$ cat src/rtl/pbsc_pkg.sv
// Package: shared types, constants and timeout table for the power button shutdown controller.
`timescale 1ns / 1ps

package pbsc_pkg;

    localparam int unsigned TICK_MS    = 10;
    localparam int unsigned IDLE_W     = 21;
    localparam int unsigned RETRY_W    = 16;
    localparam int unsigned MODE_W     = 4;
    localparam int unsigned CFG_IDX_W  = 2;
    localparam int unsigned CFG_DATA_W = 16;

    localparam logic [IDLE_W-1:0] IDLE_MAX = {IDLE_W{1'b1}};

    // Register indexes of the configuration port
    localparam logic [CFG_IDX_W-1:0] CFG_SHUTDOWN_MODE = 2'd0;
    localparam logic [CFG_IDX_W-1:0] CFG_GATE_RETRY    = 2'd1;

    // Shutdown modes
    localparam logic [MODE_W-1:0] MODE_OFF_PRESSED = 4'd0;
    localparam logic [MODE_W-1:0] MODE_ALWAYS_ON   = 4'd1;
    localparam logic [MODE_W-1:0] MODE_TOGGLE      = 4'd2;
    localparam logic [MODE_W-1:0] MODE_TO_10S      = 4'd3;
    localparam logic [MODE_W-1:0] MODE_TO_1M       = 4'd4;
    localparam logic [MODE_W-1:0] MODE_TO_5M       = 4'd5;
    localparam logic [MODE_W-1:0] MODE_TO_10M      = 4'd6;
    localparam logic [MODE_W-1:0] MODE_TO_30M      = 4'd7;
    localparam logic [MODE_W-1:0] MODE_TO_1H       = 4'd8;
    localparam logic [MODE_W-1:0] MODE_TO_5H       = 4'd9;

    localparam logic [MODE_W-1:0]  RST_SHUTDOWN_MODE = MODE_TOGGLE;
    localparam logic [RETRY_W-1:0] RST_GATE_RETRY    = 16'd200;

    // Seconds to ticks, rounded up
    localparam longint unsigned RAW_TICKS_10S =
        (64'd10 * 64'd1000 + 64'(TICK_MS) - 64'd1) / 64'(TICK_MS);
    localparam longint unsigned RAW_TICKS_1M =
        (64'd60 * 64'd1000 + 64'(TICK_MS) - 64'd1) / 64'(TICK_MS);
    localparam longint unsigned RAW_TICKS_5M =
        (64'd300 * 64'd1000 + 64'(TICK_MS) - 64'd1) / 64'(TICK_MS);
    localparam longint unsigned RAW_TICKS_10M =
        (64'd600 * 64'd1000 + 64'(TICK_MS) - 64'd1) / 64'(TICK_MS);
    localparam longint unsigned RAW_TICKS_30M =
        (64'd1800 * 64'd1000 + 64'(TICK_MS) - 64'd1) / 64'(TICK_MS);
    localparam longint unsigned RAW_TICKS_1H =
        (64'd3600 * 64'd1000 + 64'(TICK_MS) - 64'd1) / 64'(TICK_MS);
    localparam longint unsigned RAW_TICKS_5H =
        (64'd18000 * 64'd1000 + 64'(TICK_MS) - 64'd1) / 64'(TICK_MS);

    // Clamp to the saturated idle count so that the count still reaches it
    function automatic logic [IDLE_W-1:0] clamp_ticks(input longint unsigned t);
        logic [IDLE_W-1:0] c;
        if (t > 64'(IDLE_MAX)) begin
            c = IDLE_MAX;
        end else begin
            c = t[IDLE_W-1:0];
        end
        return c;
    endfunction

    localparam logic [IDLE_W-1:0] TO_TICKS_10S = clamp_ticks(RAW_TICKS_10S);
    localparam logic [IDLE_W-1:0] TO_TICKS_1M  = clamp_ticks(RAW_TICKS_1M);
    localparam logic [IDLE_W-1:0] TO_TICKS_5M  = clamp_ticks(RAW_TICKS_5M);
    localparam logic [IDLE_W-1:0] TO_TICKS_10M = clamp_ticks(RAW_TICKS_10M);
    localparam logic [IDLE_W-1:0] TO_TICKS_30M = clamp_ticks(RAW_TICKS_30M);
    localparam logic [IDLE_W-1:0] TO_TICKS_1H  = clamp_ticks(RAW_TICKS_1H);
    localparam logic [IDLE_W-1:0] TO_TICKS_5H  = clamp_ticks(RAW_TICKS_5H);

    function automatic logic [IDLE_W-1:0] timeout_ticks(input logic [MODE_W-1:0] mode);
        logic [IDLE_W-1:0] t;
        unique case (mode)
            MODE_TO_10S: t = TO_TICKS_10S;
            MODE_TO_1M:  t = TO_TICKS_1M;
            MODE_TO_5M:  t = TO_TICKS_5M;
            MODE_TO_10M: t = TO_TICKS_10M;
            MODE_TO_30M: t = TO_TICKS_30M;
            MODE_TO_1H:  t = TO_TICKS_1H;
            MODE_TO_5H:  t = TO_TICKS_5H;
            default:     t = '0;
        endcase
        return t;
    endfunction

    typedef struct packed {
        logic button_sample;
        logic activity_reset;
        logic sampling_off;
    } t_tick_req;

    typedef struct packed {
        logic              shutdown_now;
        logic              gate_enable;
        logic              hold_on;
        logic              pressed;
        logic [IDLE_W-1:0] idle_ticks;
    } t_tick_res;

endpackage

$ cat src/rtl/pbsc_step.sv
// Controller state and the per-tick next-state and result logic.
`timescale 1ns / 1ps

module pbsc_step
    import pbsc_pkg::*;
(
    input  logic               i_clk,
    input  logic               i_rst_n,
    input  logic               i_fire,
    input  t_tick_req          i_req,
    input  logic [MODE_W-1:0]  i_mode,
    input  logic [RETRY_W-1:0] i_retry,
    output t_tick_res          o_res
);

    logic               r_last_pressed, n_last_pressed;
    logic               r_gates_off,    n_gates_off;
    logic [RETRY_W-1:0] r_gate_off_cnt, n_gate_off_cnt;
    logic [IDLE_W-1:0]  r_idle,         n_idle;

    logic [IDLE_W-1:0]  idle_base;
    logic [IDLE_W-1:0]  idle_inc;
    logic [RETRY_W:0]   retry_next;
    logic               clicked;
    logic               gates_mid;
    logic               sd;
    logic               ge;
    logic               hold;

    always_comb begin
        n_last_pressed = r_last_pressed;
        n_gates_off    = r_gates_off;
        n_gate_off_cnt = r_gate_off_cnt;
        n_idle         = r_idle;
        sd             = 1'b0;
        ge             = 1'b0;
        hold           = 1'b0;
        idle_base      = i_req.activity_reset ? '0 : r_idle;
        idle_inc       = (idle_base < IDLE_MAX) ? idle_base + 1'b1 : idle_base;
        retry_next     = {1'b0, r_gate_off_cnt} + 1'b1;
        clicked        = r_last_pressed & ~i_req.button_sample;
        gates_mid      = r_gates_off;

        if (!i_req.sampling_off) begin
            n_last_pressed = i_req.button_sample;
            priority if (i_mode == MODE_OFF_PRESSED) begin
                if (i_req.button_sample) begin
                    sd        = 1'b1;
                    gates_mid = 1'b1;
                end
            end else if (i_mode == MODE_ALWAYS_ON) begin
                hold = 1'b1;
            end else if (clicked) begin
                sd        = 1'b1;
                gates_mid = 1'b1;
            end

            n_gates_off = gates_mid;
            if (gates_mid && i_req.button_sample) begin
                if (retry_next > {1'b0, i_retry}) begin
                    ge             = 1'b1;
                    n_gates_off    = 1'b0;
                    n_gate_off_cnt = '0;
                end else begin
                    n_gate_off_cnt = retry_next[RETRY_W-1:0];
                end
            end

            if (i_mode >= MODE_TO_10S) begin
                n_idle = idle_inc;
                if (idle_inc >= timeout_ticks(i_mode) && i_req.button_sample) begin
                    sd          = 1'b1;
                    n_gates_off = 1'b1;
                end
            end else begin
                n_idle = '0;
            end
        end

        o_res.shutdown_now = sd;
        o_res.gate_enable  = ge;
        o_res.hold_on      = hold;
        o_res.pressed      = n_last_pressed;
        o_res.idle_ticks   = n_idle;
    end

    always_ff @(posedge i_clk) begin
        if (!i_rst_n) begin
            r_last_pressed <= 1'b0;
            r_gates_off    <= 1'b0;
            r_gate_off_cnt <= '0;
            r_idle         <= '0;
        end else if (i_fire) begin
            r_last_pressed <= n_last_pressed;
            r_gates_off    <= n_gates_off;
            r_gate_off_cnt <= n_gate_off_cnt;
            r_idle         <= n_idle;
        end
    end

endmodule

$ cat src/rtl/power_button_shutdown_controller_unit.sv
// Top level: request register, configuration registers and result register.
`timescale 1ns / 1ps

// Power button shutdown controller.
// Input channel (i_valid / o_ready) carries one tick request per sampling
// tick: the button level, an activity reset and a sampling-off flag.
// Output channel (o_valid / i_ready) returns exactly one result per request:
// shutdown, gate re-enable and hold flags, the stored button level and the
// saturating inactivity count.
// Configuration: i_cfg_wr_en writes i_cfg_wdata into register i_cfg_index
// (0 shutdown mode, 1 gate retry ticks) in the same cycle; write only while
// no request is in flight.
// Pipeline: two register stages (request register, then result register); the
// request register accepts the request, and the result register loads when it
// moves on, which a stalled receiver can hold off. Throughput: one request per
// cycle while the receiver takes results; the result register fed by a single
// pass of compare/increment logic sets that rate.
// When the receiver stalls, the result register holds and the request
// register fills; o_ready drops only when both are occupied.
// Reset (synchronous, active low) empties both stages, clears the button,
// gate and inactivity state and loads the default mode and retry time.

module power_button_shutdown_controller_unit
    import pbsc_pkg::*;
(
    input  logic                  i_clk,
    input  logic                  i_rst_n,
    input  logic                  i_valid,
    output logic                  o_ready,
    input  logic                  i_button_sample,
    input  logic                  i_activity_reset,
    input  logic                  i_sampling_off,
    output logic                  o_valid,
    input  logic                  i_ready,
    output logic                  o_shutdown_now,
    output logic                  o_gate_enable,
    output logic                  o_hold_on,
    output logic                  o_pressed,
    output logic [IDLE_W-1:0]     o_idle_ticks,
    input  logic                  i_cfg_wr_en,
    input  logic [CFG_IDX_W-1:0]  i_cfg_index,
    input  logic [CFG_DATA_W-1:0] i_cfg_wdata
);

    logic [MODE_W-1:0]  r_mode;
    logic [RETRY_W-1:0] r_retry;

    logic      r_s1_valid;
    t_tick_req r_s1_req;
    logic      r_out_valid;
    t_tick_res r_out;

    logic      out_ready;
    logic      s1_ready;
    logic      s1_fire;
    t_tick_res step_res;

    // Configuration registers: index decode, no read-back
    always_ff @(posedge i_clk) begin
        if (!i_rst_n) begin
            r_mode  <= RST_SHUTDOWN_MODE;
            r_retry <= RST_GATE_RETRY;
        end else if (i_cfg_wr_en) begin
            unique case (i_cfg_index)
                CFG_SHUTDOWN_MODE: r_mode  <= i_cfg_wdata[MODE_W-1:0];
                CFG_GATE_RETRY:    r_retry <= i_cfg_wdata[RETRY_W-1:0];
                default: ;
            endcase
        end
    end

    // Advance when the result register is free or being drained
    assign out_ready = !r_out_valid || i_ready;
    assign s1_fire   = r_s1_valid && out_ready;
    assign s1_ready  = !r_s1_valid || out_ready;
    assign o_ready   = s1_ready;

    // Request register: capture a new request whenever the stage moves
    always_ff @(posedge i_clk) begin
        if (!i_rst_n) begin
            r_s1_valid <= 1'b0;
        end else if (s1_ready) begin
            r_s1_valid <= i_valid;
        end
    end

    always_ff @(posedge i_clk) begin
        if (s1_ready && i_valid) begin
            r_s1_req.button_sample  <= i_button_sample;
            r_s1_req.activity_reset <= i_activity_reset;
            r_s1_req.sampling_off   <= i_sampling_off;
        end
    end

    // State update and result logic; state commits when the request moves on
    pbsc_step u_step (
        .i_clk   (i_clk),
        .i_rst_n (i_rst_n),
        .i_fire  (s1_fire),
        .i_req   (r_s1_req),
        .i_mode  (r_mode),
        .i_retry (r_retry),
        .o_res   (step_res)
    );

    // Result register: hold while the receiver stalls
    always_ff @(posedge i_clk) begin
        if (!i_rst_n) begin
            r_out_valid <= 1'b0;
        end else if (out_ready) begin
            r_out_valid <= r_s1_valid;
        end
    end

    always_ff @(posedge i_clk) begin
        if (s1_fire) begin
            r_out <= step_res;
        end
    end

    assign o_valid        = r_out_valid;
    assign o_shutdown_now = r_out.shutdown_now;
    assign o_gate_enable  = r_out.gate_enable;
    assign o_hold_on      = r_out.hold_on;
    assign o_pressed      = r_out.pressed;
    assign o_idle_ticks   = r_out.idle_ticks;

    // A request leaving the first stage always lands in the result register
    a_s1_to_out : assert property (@(posedge i_clk) disable iff (!i_rst_n)
        s1_fire |=> r_out_valid)
        else $error("request lost between stages");

    // Always-on mode never requests a shutdown on the same tick
    a_hold_no_sd : assert property (@(posedge i_clk) disable iff (!i_rst_n)
        r_out_valid |-> !(o_hold_on && o_shutdown_now))
        else $error("hold and shutdown on one tick");

    // Gate retry fires only while the button is held
    a_ge_pressed : assert property (@(posedge i_clk) disable iff (!i_rst_n)
        (r_out_valid && o_gate_enable) |-> o_pressed)
        else $error("gate re-enabled with button released");

    // A sampling-off request raises no flag and leaves the stored button level alone
    a_off_keeps : assert property (@(posedge i_clk) disable iff (!i_rst_n)
        (s1_fire && r_s1_req.sampling_off) |->
            (!step_res.shutdown_now && !step_res.gate_enable && !step_res.hold_on
             && (step_res.pressed == u_step.r_last_pressed)))
        else $error("sampling-off tick changed state");

endmodule
$ cat config.mk
export PLATFORM = sky130hd
export DESIGN_NAME = power_button_shutdown_controller_unit
export DESIGN_NICKNAME = d
export VERILOG_FILES = /design/src/rtl/pbsc_pkg.sv /design/src/rtl/pbsc_step.sv /design/src/rtl/power_button_shutdown_controller_unit.sv
export SDC_FILE = /design/constraint.sdc
export NUM_CORES = 1
export LEC_CHECK = 0
export BUFFER_PORTS_ARGS = -buffer_cell sky130_fd_sc_hd__buf_4
export CAP_MARGIN = 25
export CORE_MARGIN = 10
export CORE_UTILIZATION = 44
export DETAILED_ROUTE_END_ITERATION = 16
export GPL_TIMING_DRIVEN = 0
export PLACE_DENSITY = 0.69
export SLEW_MARGIN = 10
export SYNTH_ARGS = -nofsm -noshare
export SYNTH_HDL_FRONTEND = slang
export SYNTH_HIERARCHICAL = 1
export SYNTH_SLANG_ARGS = --single-unit
$ cat constraint.sdc
create_clock -name i_clk -period 5.7 [get_ports i_clk]
set_input_delay 0.285 -clock i_clk [delete_from_list [all_inputs] [get_ports i_clk]]
set_output_delay 0.285 -clock i_clk [all_outputs]
set_load 0.05 [all_outputs]
Yosys cells after proc, flatten, opt, wreduce, memory -nomap -nowiden
Cells that the tools add are included.
{"block": "word_totals", "ff_bits": 89, "input_bits": 26, "wordCells": 77, "out_inout_bits": 27}
{"block": "op_classes", "addsub": 2, "bitwise_logic": 4, "mux": 26, "n_reduce_logical": 16, "magnitude_cmp": 4, "n_eq_ne": 9}
{"cell": "21-bit one-hot mux with 7 select lines", "n": 1}
{"cell": "21-bit 2-to-1 mux", "n": 6}
{"cell": "21-bit by 1-bit adder with 21-bit output (second input constant)", "n": 1}
{"cell": "21-bit greater-or-equal comparator", "n": 1}
{"cell": "21-bit less-than comparator (second input constant)", "n": 1}
{"cell": "1-bit 2-to-1 mux", "n": 18}
{"cell": "16-bit by 1-bit adder with 17-bit output (second input constant)", "n": 1}
{"cell": "17-bit by 16-bit greater-than comparator with 1-bit output", "n": 1}
{"cell": "4-bit by 3-bit == test with 1-bit output (second input constant)", "n": 4}
{"cell": "16-bit 2-to-1 mux", "n": 1}
{"cell": "4-bit == test (second input constant)", "n": 2}
{"cell": "2-bit AND reduction", "n": 3}
{"cell": "4-bit by 1-bit == test with 1-bit output (second input constant)", "n": 1}
{"cell": "4-bit by 2-bit == test with 1-bit output (second input constant)", "n": 1}
{"cell": "4-bit by 2-bit greater-or-equal comparator with 1-bit output (second input constant)", "n": 1}
{"cell": "1-bit logical AND", "n": 4}
{"cell": "4-bit zero test", "n": 1}
{"cell": "2-bit OR reduction", "n": 2}
{"cell": "1-bit inverter", "n": 3}
{"cell": "3-bit AND reduction", "n": 1}
{"cell": "2-bit by 1-bit == test with 1-bit output (second input constant)", "n": 1}
{"cell": "1-bit zero test", "n": 2}
{"cell": "2-bit zero test", "n": 1}
{"cell": "1-bit logical OR", "n": 2}
{"cell": "1-bit bitwise AND", "n": 1}

Depth between registers and ports, before layout
{"block": "logic_depth", "depth_word": 10, "depth_mapped": 16, "mapped_depth_nobuf": 13}

Hierarchy
The synthesis kept the hierarchy.
{"mod": "pbsc_step", "seq_area_each_um2": 780.7, "instances": 1, "cells_per_inst": 600, "area_per_inst_um2": 4212.8}
{"mod": "power_button_shutdown_controller_unit", "seq_area_each_um2": 1281.2, "instances": 1, "cells_per_inst": 123, "area_per_inst_um2": 1740.4}

Worst setup path after synthesis
OpenSTA, ideal clock, no wires.
{"block": "synth_path", "path_type": "reg-to-reg", "start": "reg r_s1_req[1] (netlist bit)", "end": "reg r_out, in the netlist o_shutdown_now, data pin", "path_buffers": 2, "setup_time_ps": 251, "path_slack_ps": 2221, "t_required_ps": 5449, "stages_incl_launch_ff": 16, "period_less_slack_ps": 3479, "t_arrival_ps": 3228, "path_cell_list": "edfxtp_1 clkbuf_1 nor2b_1 ha_1 o31ai_2 or3_1 nand2b_1 o21ai_0 ha_1 a21o_1 a21oi_1 o21ai_0 a2111o_1 o2111ai_1 a21oi_1 buf_4"}
{"block": "synth_via", "elab_chain_len": 7, "word_cells_on_any_way": 8, "cone_classes": "add/sub: 1; order compare: 2; mux: 4; reduce/logical: 1"}
{"item": "start: declaration", "line": "power_button_shutdown_controller_unit.sv:49", "source": "t_tick_req r_s1_req;"}
{"item": "21-bit 2-to-1 mux (*)", "line": "pbsc_step.sv:38", "source": "idle_base = i_req.activity_reset ? '0 : r_idle;"}
{"item": "21-bit by 1-bit adder with 21-bit output / 21-bit less-than comparator (equally long branches)", "line": "pbsc_step.sv:39", "source": "idle_inc = (idle_base < IDLE_MAX) ? idle_base + 1'b1 : idle_base;"}
{"item": "21-bit 2-to-1 mux (*)", "line": "pbsc_step.sv:39"}
{"item": "21-bit greater-or-equal comparator (*)", "line": "pbsc_step.sv:71", "source": "if (idle_inc >= timeout_ticks(i_mode) && i_req.button_sample) begin"}
{"item": "1-bit logical AND (*)", "line": "pbsc_step.sv:71"}
{"item": "1-bit 2-to-1 mux (*)", "line": "pbsc_step.sv:71"}
{"item": "1-bit 2-to-1 mux (*)", "line": "pbsc_step.sv:69", "source": "if (i_mode >= MODE_TO_10S) begin"}
{"item": "end signal: assignment", "line": "power_button_shutdown_controller_unit.sv:117", "source": "r_out <= step_res;"}
{"item": "end: declaration", "line": "power_button_shutdown_controller_unit.sv:51", "source": "t_tick_res r_out;"}
Mark *: on every way between the ends. The rest lies on a longest branch, timed or not.
A chain may end at the register's enable or synchronous reset.

Final worst setup path
Ends and elaborated chain as after synthesis.

==> impl_results.html <==
<table>
<tr><th>Metric</th><th>Value</th></tr>
<tr><th colspan="2">Floorplan</th></tr>
<tr><td>Number of primary I/O pins</td><td>53</td></tr>
<tr><td>Width of the chip</td><td>roughly 140 um</td></tr>
<tr><td>Row count</td><td>42</td></tr>
<tr><td>Die Ht</td><td>about 140 um</td></tr>
<tr><td>Area of the die</td><td>18600 um^2</td></tr>
<tr><td>Starting Density</td><td>45.0%</td></tr>
<tr><td>Placeable core region</td><td>approximately 13000 um^2</td></tr>
<tr><th colspan="2">Power and ir drop</th></tr>
<tr><td>Leakage</td><td>~2.7 nW</td></tr>
<tr><td>Cell Pwr Density</td><td>between 200 and 250 nW/um^2</td></tr>
<tr><td>Worst vdd ir</td><td>0.000139 V</td></tr>
<tr><th colspan="2">Placement</th></tr>
<tr><td>IO buf count</td><td>between 50 and 60</td></tr>
<tr><td>Placer Congestion</td><td>0.935</td></tr>
<tr><td>Worst slack after detailed placement</td><td>1.34 ns</td></tr>
<tr><td>DPL Wire Length</td><td>13100 um</td></tr>
<tr><th colspan="2">STA</th></tr>
<tr><td>Number of setup violations in the final report</td><td>0</td></tr>
<tr><td>Fin worst setup slack</td><td>1.22 ns</td></tr>
<tr><td>Max Slew Vio Count</td><td>0</td></tr>
<tr><td>Worst slew margin relative to its limit</td><td>42.1%</td></tr>
<tr><td>Total Negative Setup Slacks</td><td>0 ns</td></tr>
<tr><td>Layout Skew</td><td>between 0.007 and 0.008 ns</td></tr>
<tr><td>Clock period minus worst slack</td><td>4.48 ns</td></tr>
<tr><td>Actual slew at the worst max-slew pin</td><td>0.863 ns</td></tr>
<tr><td>Setup repair after global routing missed its margin</td><td>no</td></tr>
<tr><td>Final hold vios</td><td>0</td></tr>
<tr><td>Period Utilization, post-route</td><td>78.6%</td></tr>
<tr><td>F_max</td><td>223 MHz</td></tr>
<tr><th colspan="2">Clocking</th></tr>
<tr><td>CTS tree</td><td>done</td></tr>
<tr><td>Buffer count from post-CTS setup fixing</td><td>0</td></tr>
<tr><td>Sink count of the clock tree</td><td>89</td></tr>
<tr><td>Clock transition at the register clock pins on the worst setup and hold paths after CTS</td><td>approximately 0.07 ns</td></tr>
<tr><td>Clock insertion delay at the later pin of the skew report</td><td>0.36 ns</td></tr>
<tr><td>Number of levels the H-tree was split into</td><td>3</td></tr>
<tr><td>Root Buffer Master</td><td>clkbuf_16</td></tr>
<tr><td>Total clock buffers created by CTS</td><td>9</td></tr>
<tr><td>Max Root-Sink Buffers</td><td>2</td></tr>
<tr><td>Number of gates resized after CTS</td><td>0</td></tr>
<tr><td># hold bufs at CTS</td><td>0</td></tr>
<tr><th colspan="2">Cells and area</th></tr>
<tr><td>Relative area change from synthesis to final layout</td><td>15.8%</td></tr>
<tr><td>Most common cell after layout, fill and taps aside</td><td>nand2_1</td></tr>
<tr><td>Final net count</td><td>between 800 and 900</td></tr>
<tr><td>Antenna diode instance count</td><td>0</td></tr>
<tr><td>Commonest cells after routing, fill and taps aside</td><td>nand2_1, dfxtp_1, buf_4, nor2_1, a21oi_1</td></tr>
<tr><td>Share of post-route cells with drive strength above 1</td><td>between 10% and 20%</td></tr>
<tr><th colspan="2">Setup path</th></tr>
<tr><td>Worst Path Required</td><td>5.81 ns</td></tr>
<tr><td>Type of element capturing the critical path</td><td>register</td></tr>
<tr><td>Category of the worst setup path launch point</td><td>register</td></tr>
<tr><td>Type of the worst setup path</td><td>register to register</td></tr>
<tr><td>Critical path peak fanout</td><td>10</td></tr>
<tr><td>Critical path arrival</td><td>4.59 ns</td></tr>
<tr><th colspan="2">Yosys</th></tr>
<tr><td>Area of the mapped netlist</td><td>about 6000 um^2</td></tr>
<tr><td>Gate count after technology mapping</td><td>between 700 and 800</td></tr>
<tr><td>Distinct cells, synth</td><td>72</td></tr>
<tr><td>Number of flops mapped to enable cells by yosys</td><td>28</td></tr>
<tr><td>Flip-flop cell with the highest count after synthesis</td><td>dfxtp_1</td></tr>
<tr><td>Total of warnings raised by yosys</td><td>6</td></tr>
<tr><td>Share of synthesized area occupied by flip-flops and latches</td><td>34.6%</td></tr>
<tr><td>Synthesized flop and latch total</td><td>89</td></tr>
<tr><td>Fraction of registers with async set/reset</td><td>0%</td></tr>
<tr><td>Synthesized area per cell</td><td>8.23 um^2</td></tr>
<tr><td>Synthesized net count</td><td>785</td></tr>
<tr><th colspan="2">Detailed routing</th></tr>
<tr><td>Wire length per cell after detailed routing</td><td>18.0 um</td></tr>
<tr><td>Via density</td><td>5.81</td></tr>
<tr><td>1st-iter DRT viols</td><td>406</td></tr>
<tr><td>Total via count in the routed design</td><td>5613</td></tr>
<tr><td>Remaining antenna violation count</td><td>0</td></tr>
<tr><td>Initial DRT Pass Iterations</td><td>5</td></tr>
<tr><td>Total length of routed wires</td><td>17300 um</td></tr>
<tr><td>Count of unresolved DRC violations after routing</td><td>0</td></tr>
<tr><th colspan="2">GRT</th></tr>
<tr><td>Antenna violations before repair</td><td>0</td></tr>
<tr><td>Total track usage</td><td>18.8%</td></tr>
<tr><td>Total global routing overflow</td><td>0</td></tr>
<tr><td>Largest net degree at the start of global routing</td><td>28</td></tr>
<tr><td>First-pass GRT wire length</td><td>27700 um</td></tr>
<tr><td>Via count of the first global-routing pass</td><td>5455</td></tr>
<tr><th colspan="2">Run status</th></tr>
<tr><td>Status</td><td>finished, final reports clean</td></tr>
<tr><th colspan="2">Flow run</th></tr>
<tr><td>Max cap viols</td><td>0</td></tr>
<tr><th colspan="2">Worst hold path</th></tr>
<tr><td>Class of the tightest hold or removal check</td><td>primary input to register</td></tr>
</table>
==> stage by stage <==
step / power [mW] / instances / area, um^2 / hold slack (ns) / util [%]
floorplan: 0.795 / 723 / 5950 / 0.384 / -
global placement: 0.851 / 950 / 6560 / 0.447 / 49.5
detailed placement: 0.854 / 950 / 6560 / 0.453 / 49.6
CTS: 1.52 / 966 / 6890 / 0.101 / 52.0
global route: 1.56 / 966 / 6890 / 0.0989 / 52.0
finish: 1.51 / 966 / 6890 / 0.110 / 52.0
==> synthesized netlist by cell type, drive strengths merged (3+ instances only) <==
master	instances	area [um^2]
a211oi	6	45.0
a21oi	42	210
nand2	106	398
nor3b	4	35.0
a31oi	11	68.8
nand3	31	160
a22o	3	26.3
nand4b	3	26.3
and4	10	90.1
nand2b	5	31.3
or3	13	86.3
edfxtp	28	841
xor2	10	87.6
nor4	3	33.8
o21a	3	22.5
o31ai	14	110
nor2b	8	50.1
o21ai	41	205
o2111ai	4	41.3
o22ai	5	31.3
a41oi	3	26.3
o311ai	3	33.8
or2	5	31.3
buf	24	155
nor2	49	184
mux2i	18	180
and3	6	37.5
nor3	18	90.1
dfxtp	61	1220
nand4	17	134
ha	36	450
clkbuf	27	103
xnor2	17	149
a21o	7	52.6
inv	37	139
a21boi	3	22.5
and2	8	50.1
o211ai	11	82.6
==> worst max-delay path, stage by stage, from the launching register on <==
cell       delay (ns)
edfxtp_1         0.47
and3b_1          0.29
nand4_2          0.30
o31ai_2          0.62
or3_1            0.26
nand2_1          0.08
o21ai_0          0.48
ha_1             0.35
a21o_1           0.16
a21oi_1          0.12
o21ai_0          0.10
a2111o_1         0.38
o2111ai_1        0.29
a21oi_1          0.14
buf_4            0.17
==> report_power, final <==
| group | switching [mW] | leakage (nW) | internal (mW) | total (mW) |
|---|---|---|---|---|
| registers | 0.00892 | 0.749 | 0.669 | 0.678 |
| logic | 0.109 | 1.75 | 0.0542 | 0.163 |
| clock network | 0.277 | 0.162 | 0.390 | 0.667 |
| total | 0.395 | 2.66 | 1.11 | 1.51 |
==> layout make-up <==
cell class	count	area, um^2
sequential	89	2060
timing repair buffer	51	383
clock buffer	9	225
buffer	51	258
inverter	37	139
multi-input combinational	546	3500
clock inverter	7	103
fill	1265	6350
tap	176	220
==> registers in the layout, indices dropped and copies added, names as in the netlist <==
register / count
o_gate_enable: 1
o_hold_on: 1
o_idle_ticks: 21
o_pressed: 1
o_shutdown_now: 1
o_valid: 1
r_mode: 4
r_retry: 16
r_s1_req: 3
r_s1_valid: 1
u_step/r_gate_off_cnt: 16
u_step/r_gates_off: 1
u_step/r_idle: 21
u_step/r_last_pressed: 1
==> per-layer routing <==
layer	wire length (um)	global-route usage, %	part of all wire, %
met5	0	0	0
met4	637	10.7	3.7
met3	754	3.17	4.3
met2	8750	32.8	50
met1	7200	21.3	42
==> path summary, 6_finish.rpt <==
kind,slack (ns),from,to,depth (start not counted)
hold reg to reg,0.46,r_retry[15]$_SDFFE_PN0P_,r_retry[15]$_SDFFE_PN0P_,2
setup / recovery,1.22,r_s1_req[1]$_DFFE_PP_,o_shutdown_now$_DFFE_PP_,14
hold / removal,0.11,i_sampling_off,r_s1_req[0]$_DFFE_PP_,1
setup reg to reg,1.22,r_s1_req[1]$_DFFE_PP_,o_shutdown_now$_DFFE_PP_,14
==> cell families (layout without fill, tap and decap cells) <==
logic type	count (synthesis)	in the layout	share of synthesized area (%)
AOI/OAI and AO/OA	173	173	19.1
xor gates and xnor gates	27	27	3.97
adders and majority gates	36	36	7.57
buffers and inverters	88	155	6.66
DFF	89	89	34.6
muxes	18	18	3.03
and+or+nand+nor	292	292	25.1
Note: power is estimated with default switching activity, not from simulation.
